<file path="src/mbps_pkg.sv">
// Shared constants and widths for the metaball pixel shader.
`default_nettype none

package mbps_pkg;

    // Payload widths.
    localparam int COORD_X_W = 11;
    localparam int COORD_Y_W = 10;
    localparam int COLOR_W   = 24;
    localparam int CHAN_W    = 8;

    // Arithmetic widths.
    localparam int DX2_W    = 2 * COORD_X_W;
    localparam int DY2_W    = 2 * COORD_Y_W;
    localparam int D2_W     = DX2_W + 1;
    localparam int QUO_W    = 49;
    localparam int FIELD_W  = 25;
    localparam int SUM_W    = FIELD_W + 1;
    localparam int WEIGHT_W = 16;

    // Configuration port.
    localparam int CFG_IDX_W = 3;

    localparam logic [CFG_IDX_W-1:0] REG_FIRST_X   = 3'd0;
    localparam logic [CFG_IDX_W-1:0] REG_FIRST_Y   = 3'd1;
    localparam logic [CFG_IDX_W-1:0] REG_SECOND_X  = 3'd2;
    localparam logic [CFG_IDX_W-1:0] REG_SECOND_Y  = 3'd3;
    localparam logic [CFG_IDX_W-1:0] REG_FIRST_COL = 3'd4;
    localparam logic [CFG_IDX_W-1:0] REG_SECOND_COL = 3'd5;
    localparam logic [CFG_IDX_W-1:0] REG_BACKGROUND = 3'd6;

    // Reset values of the configuration registers.
    localparam logic [COORD_X_W-1:0] RST_FIRST_X   = 11'd200;
    localparam logic [COORD_Y_W-1:0] RST_FIRST_Y   = 10'd200;
    localparam logic [COORD_X_W-1:0] RST_SECOND_X  = 11'd800;
    localparam logic [COORD_Y_W-1:0] RST_SECOND_Y  = 10'd450;
    localparam logic [COLOR_W-1:0]   RST_FIRST_COL = 24'hEEEE22;
    localparam logic [COLOR_W-1:0]   RST_SECOND_COL = 24'hEE22EE;
    localparam logic [COLOR_W-1:0]   RST_BACKGROUND = 24'h5555AA;

    // Field value for a pixel exactly on a ball centre (1.0 in Q1.24).
    localparam logic [FIELD_W-1:0] FIELD_ONE = 25'h1000000;
    // Threshold 0.005 in Q1.24, rounded up.
    localparam logic [SUM_W-1:0]   SUM_THRESHOLD = 26'd83887;

    // Frame size defaults.
    localparam int DEFAULT_MAX_WIDTH  = 2048;
    localparam int DEFAULT_MAX_HEIGHT = 1024;

endpackage

`default_nettype wire

</file>
<file path="src/mbps_weight.sv">
// Weight pipeline: field sum, threshold test and the first field's share.
`default_nettype none

module mbps_weight (
    input  wire logic                         aclk,
    input  wire logic                         aresetn,
    input  wire logic                         en,
    input  wire logic                         in_valid,
    input  wire logic [mbps_pkg::FIELD_W-1:0] f1,
    input  wire logic [mbps_pkg::FIELD_W-1:0] f2,
    output logic                              out_valid,
    output logic                              above,
    output logic [mbps_pkg::WEIGHT_W-1:0]     weight
);
    import mbps_pkg::*;

    logic [SUM_W-1:0] sum_reg;
    logic [SUM_W-1:0] num_reg;
    logic             thr_reg;
    logic             v0_reg;

    // Sum of the fields and threshold compare.
    always_ff @(posedge aclk) begin
        if (!aresetn) begin
            v0_reg <= 1'b0;
        end else if (en) begin
            v0_reg <= in_valid;
        end
        if (en) begin
            sum_reg <= {1'b0, f1} + {1'b0, f2};
            num_reg <= {1'b0, f1};
            thr_reg <= (({1'b0, f1} + {1'b0, f2}) >= SUM_THRESHOLD);
        end
    end

    // Restoring division f1 * 2^16 / sum; f1 is below the sum, so 16 bits suffice.
    logic [SUM_W-1:0]    wd_rem_reg [0:WEIGHT_W-1];
    logic [WEIGHT_W-1:0] wd_quo_reg [0:WEIGHT_W-1];
    logic [SUM_W-1:0]    wd_sum_reg [0:WEIGHT_W-1];
    logic                wd_thr_reg [0:WEIGHT_W-1];
    logic                wd_v_reg   [0:WEIGHT_W-1];

    for (genvar k = 0; k < WEIGHT_W; k++) begin : g_div
        logic [SUM_W-1:0]    src_rem;
        logic [WEIGHT_W-1:0] src_quo;
        logic [SUM_W-1:0]    src_sum;
        logic                src_thr;
        logic                src_v;
        logic [SUM_W:0]      shifted;
        logic [SUM_W:0]      diff;
        logic                ge;

        if (k == 0) begin : g_first
            assign src_rem = num_reg;
            assign src_quo = '0;
            assign src_sum = sum_reg;
            assign src_thr = thr_reg;
            assign src_v   = v0_reg;
        end else begin : g_rest
            assign src_rem = wd_rem_reg[k-1];
            assign src_quo = wd_quo_reg[k-1];
            assign src_sum = wd_sum_reg[k-1];
            assign src_thr = wd_thr_reg[k-1];
            assign src_v   = wd_v_reg[k-1];
        end

        assign shifted = {src_rem, 1'b0};
        assign ge      = (shifted >= {1'b0, src_sum});
        assign diff    = shifted - {1'b0, src_sum};

        always_ff @(posedge aclk) begin
            if (!aresetn) begin
                wd_v_reg[k] <= 1'b0;
            end else if (en) begin
                wd_v_reg[k] <= src_v;
            end
            if (en) begin
                wd_rem_reg[k] <= ge ? diff[SUM_W-1:0] : shifted[SUM_W-1:0];
                wd_quo_reg[k] <= {src_quo[WEIGHT_W-2:0], ge};
                wd_sum_reg[k] <= src_sum;
                wd_thr_reg[k] <= src_thr;
            end
        end
    end

    assign out_valid = wd_v_reg[WEIGHT_W-1];
    assign above     = wd_thr_reg[WEIGHT_W-1];
    assign weight    = wd_quo_reg[WEIGHT_W-1];

endmodule

`default_nettype wire

</file>
<file path="config.mk">
export PLATFORM = sky130hd
export DESIGN_NAME = mbps_weight
export DESIGN_NICKNAME = d
export VERILOG_FILES = /design/src/mbps_pkg.sv /design/src/mbps_weight.sv
export SDC_FILE = /design/constraint.sdc
export NUM_CORES = 2
export LEC_CHECK = 0
export ABC_AREA = 1
export BUFFER_PORTS_ARGS = -buffer_cell sky130_fd_sc_hd__buf_2
export CAP_MARGIN = 20
export CORE_ASPECT_RATIO = 0.6
export CORE_MARGIN = 2
export CORE_UTILIZATION = 55
export DETAILED_ROUTE_END_ITERATION = 8
export HOLD_SLACK_MARGIN = 0.03
export PLACE_DENSITY = 0.71
export SLEW_MARGIN = 20
export SYNTH_ARGS = -nofsm -noshare
export SYNTH_HDL_FRONTEND = slang
export SYNTH_SLANG_ARGS = --single-unit
export TNS_END_PERCENT = 20
</file>
<file path="constraint.sdc">
create_clock -name aclk -period 2.8 [get_ports aclk]
set_clock_uncertainty 0.15 [all_clocks]
set_input_delay 0.56 -clock aclk [delete_from_list [all_inputs] [get_ports aclk]]
set_output_delay 0.56 -clock aclk [all_outputs]
set_load 0.02 [all_outputs]
</file>
# Yosys cells after proc, flatten, opt, wreduce, memory -nomap -nowiden
# Memory sizes are Yosys's and may differ from the RTL's.
# Cells that the tools add are included.
[totals] ff_bits=53 ramBits=1120 input_bits=54 output_inout_bits=18 word_cells=96 mem_count=5
[op_classes] n_addsub=17 order_cmp=17 muxes=37 n_bitwise=16
[memory_table] name="wd_rem_reg" words=16 width=26 rd=15 rd_ports_with_merged_regs=0 wr=16 line="mbps_weight.sv:37" rtl="logic [SUM_W-1:0] wd_rem_reg [0:WEIGHT_W-1];"
[memory_table] name="wd_sum_reg" words=16 width=26 rd=15 rd_ports_with_merged_regs=0 wr=16 line="mbps_weight.sv:39" rtl="logic [SUM_W-1:0] wd_sum_reg [0:WEIGHT_W-1];"
[memory_table] name="wd_quo_reg" words=16 width=16 rd=16 rd_ports_with_merged_regs=0 wr=16 line="mbps_weight.sv:38" rtl="logic [WEIGHT_W-1:0] wd_quo_reg [0:WEIGHT_W-1];"
[memory_table] name="wd_thr_reg" words=16 width=1 rd=16 rd_ports_with_merged_regs=0 wr=16 line="mbps_weight.sv:40" rtl="logic wd_thr_reg [0:WEIGHT_W-1];"
[memory_table] name="wd_v_reg" words=16 width=1 rd=16 rd_ports_with_merged_regs=0 wr=16 line="mbps_weight.sv:41" rtl="logic wd_v_reg [0:WEIGHT_W-1];"
[op_table] op="$mux 26" n=16
[op_table] op="$sub 26x26->26" n=16
[op_table] op="$ge 27x26->1" n=15
[op_table] op="$add 25x25->26" n=1
[op_table] op="$ge 26x17->1 const B" n=1
[op_table] op="$ge 26x26->1" n=1
[op_table] op="$mux 1" n=21
[op_table] op="$or 1x1->1" n=16

# Longest topological paths before layout
[logic_depth] word_depth=4 mapped_depth=16 depth_no_buf=16

# Worst setup path before layout
# Ideal clock, no wire load.
[synth_path] path_kind="input port to flip-flop" start="in f1[0] in the netlist's numbering" end="reg thr_reg, in the netlist g_div[0].src_thr, data pin" setup_time_ns=0.260 arrival_time_ns=2.010 required_time_ns=2.390 path_slack_ns=0.380 cell_stages=14 path_buffers=0 path_cell_list="ha_1 fa_1 nand3_1 nand3_1 nand3_1 nand3_1 nand2_1 nand2_1 nand2_1 nand2_1 nor2_1 nand2_1 nor2_1 nand3_1"
[synth_via] elab_chain_len=2
[synth_rtl] item="start: declaration" line="mbps_weight.sv:9" rtl="input wire logic [mbps_pkg::FIELD_W-1:0] f1,"
[synth_rtl] item="$add 25x25->26" line="mbps_weight.sv:32" rtl="thr_reg <= (({1'b0, f1} + {1'b0, f2}) >= SUM_THRESHOLD);"
[synth_rtl] item="$ge 26x17->1" line="mbps_weight.sv:32"
[synth_rtl] item="end signal: assignment" line="mbps_weight.sv:32"
[synth_rtl] item="end: declaration" line="mbps_weight.sv:19" rtl="logic thr_reg;"
# Every way passes these cells.
# A chain may end at the register's enable or synchronous reset.

==> results_dict.tcl <==
set metrics [dict create \
    antenna_left 0 \
    cts_tree "done" \
    grt_setup_unrepaired "yes" \
    regArea_sq_um 30000 \
    worstSetupStartpoint "wd_sum_reg[11][18]" \
    cts_buffers 96 \
    antenna_found_initial 5 \
    async_flop_share_pct 0 \
    mostFrequentLayoutCells "nand2_1, inv_1, edfxtp_1" \
    synth_area_leaders "edfxtp_1, nand2_1, ha_1, inv_1, a21oi_1" \
    cp-start-kind "flop" \
    p_leak_nw 32.2 \
    clkTransAtPathRegs_ns 0.06 \
    syn_to_final_growth_pct 16.2 \
    final-setup-viol-count 0 \
    clockBufferDepth 3 \
    worstSetupEndpointType "flop" \
    grt_first_pass_wirelength_um 285000 \
    avgSynthCellArea_sq_um 8.97 \
    period_minus_slack_ns 2.76 \
    slew_violations 0 \
    synth-edff-count 999 \
    clk_latency_ns 0.72 \
    fill_cells 9335 \
    fmax_mhz 362 \
    drive_above_1_share_pct 14.9 \
    netlist_area_sq_um 62400 \
    critPathMaxFanout 32 \
    place_area_sq_um 68000 \
    dr.pass1.iters 8 \
    wire_per_inst_um 20.8 \
    synth-seq-cells 1001 \
    hold_path_startpoint "aresetn" \
    root_buffer "clkbuf_16" \
    synthCells 6961 \
    hold_viol_final 0 \
    yosysWarnings 0 \
    htreeDepth 3 \
    vias 52443 \
    drt-initial-drc-count 6515 \
    wl_um 191000 \
    cp_data_required_time_ns 3.11 \
    final_cell_count_no_fill 9192 \
    layout_commonest_cell "nand2_1" \
    relSlewSlack_pct 54.4 \
    cts_sinks 1001 \
    drc 0 \
    io_buffers 71 \
    vias_per_cell 5.71 \
    r2r-start "wd_sum_reg[11][18]" \
    grt_max_degree 98 \
    status "finished clean" \
    first_global_vias 47365 \
    coreArea_sq_um 112000 \
    power-per-cell-area_nw_per_um2 1150 \
    die_h_um 265 \
    ys_types 49 \
    criticalPathCategory "flop to flop" \
    tightest_slew_ns 0.677 \
    min_period_over_period_pct 98.7 \
    rows 95 \
    grt_remaining_overflow 0 \
    die_w_um 439 \
    die_area_sq_um 116000 \
    multi_input_area_sq_um 28400 \
    maxCapViolations 0 \
    ios 72 \
    synth_ff_type "edfxtp_1" \
    netlist.area_leader.share_pct 48.1 \
    place.detailed.instances 8932 \
    synth_nets 7471 \
    track_usage_pct 32.4 \
    start_util_pct 55.6 \
    dp_hpwl_um 152000 \
    holdCritPathClass "input pin to flop" \
    yosysTopAreaCell "edfxtp_1" \
    nets 8122 \
    peakVddDrop_mv 0.538 \
    gp_congestion 1.01 \
    crit_arrival_ns 3.07 \
    seq_area_frac_synth_pct 48.1 \
    final_area_sq_um 72500 \
]
[worst paths after layout]
path                                      endpoint  slack [ns]  cells after the start
worst min register to register   wd_quo_reg[6][10]        0.26                      0
worst max register to register  wd_rem_reg[12][16]        0.04                     11
worst min-delay path                wd_v_reg[4][0]        0.11                      3
worst max-delay path            wd_rem_reg[12][16]        0.04                     11
[routing by layer]
metal	wire, um	track usage (%)
met3	25900	9.37
met1	94500	55.6
met4	3100	5.40
met2	67300	38.9
met5	45	0
[where the power goes]
group          internal, W  leakage (nW)  switching [W]  total (W)
Combinational       0.0169          20.8         0.0274     0.0443
Clock              0.00755          1.54        0.00596     0.0135
Sequential          0.0221          9.85        0.00331     0.0254
Total               0.0465          32.2         0.0367     0.0832
[repair_timing]
action / 4_1_cts / 5_1_grt
hold buffers: 26 / 0
setup endpoints to repair: 3 / 285
buffers inserted: 0 / 57
hold endpoints to repair: 26 / 0
cloned: 0 / 2
gates resized for setup: 3 / 156
pin swaps: 0 / 17
[cell families (layout without fill, tap and decap cells)]
| logic type | Yosys count | after routing | synth area share, % |
|---|---|---|---|
| adders and majority gates | 456 | 456 | 9.33 |
| xor gates and xnor gates | 290 | 290 | 4.07 |
| and+or+nand+nor | 2845 | 2845 | 19.2 |
| buffers and inverters | 1116 | 1843 | 7.34 |
| AOI/OAI and AO/OA | 1253 | 1253 | 11.9 |
| DFF | 1001 | 1001 | 48.1 |
| other | 0 | 1 | 0 |
[worst max-delay path, stage by stage, from the launching register on]
cell	delay, ns
edfxtp_1	0.45
inv_1	0.09
ha_2	0.31
a21oi_1	0.21
o21ai_0	0.15
o21bai_1	0.21
a21oi_1	0.22
nand3_2	0.16
inv_4	0.12
buf_12	0.19
o21ai_1	0.09
buf_4	0.15
[cells in the mapped netlist, types with 2 or more instances]
cell type and instances:
nand3b_1 20, nor4b_1 3, o211ai_1 34, nor4_1 4
o21ai_1 117, ha_1 440, a21oi_1 495, a21oi_2 25
nand4_1 77, o21ai_2 160, nand3_2 5, nor4b_2 9
buf_4 6, nor2_1 536, o21bai_1 72, nor3_2 4
inv_4 6, a31oi_1 11, nand2b_1 5, and2_1 17
a21boi_0 14, nand3_1 348, a21o_1 44, inv_1 1034
nor3b_1 3, inv_2 6, nor3_1 66, a211oi_1 7
inv_6 4, xor2_1 102, or2_2 12, o21ai_0 271
dfxtp_1 2, nand3_4 8, xnor2_1 188, clkbuf_2 2
buf_6 42, nand2_2 41, nand2_1 1673, nor2_2 12
fa_1 16, buf_2 15, edfxtp_1 999
[through the flow]
stage | hold slack (ns) | util (%) | worst slack [ns] | power [W] | TNS, ns
floorplan | 0.250 | - | 0.380 | 0.0517 | 0
global placement | 0.250 | 60.6 | -0.0442 | 0.0666 | -0.0857
detailed placement | 0.255 | 60.6 | -0.0790 | 0.0670 | -0.107
CTS | 0.0596 | 63.6 | 0.00322 | 0.0810 | 0
global route | 0.108 | 64.6 | -0.0438 | 0.0883 | -0.356
finish | 0.113 | 64.6 | 0.0356 | 0.0832 | 0
[final cells by class]
type | count | area share (%)
flip-flops and latches | 1001 | 41.4
diodes | 1 | 0.00345
clock buffers | 109 | 3.38
multi-input cells | 4844 | 39.1
inverters | 1050 | 5.51
repair buffers | 619 | 6.94
clock inverters | 65 | 1.03
well taps | 1503 | 2.59
Note: power is estimated with default switching activity, not from simulation.
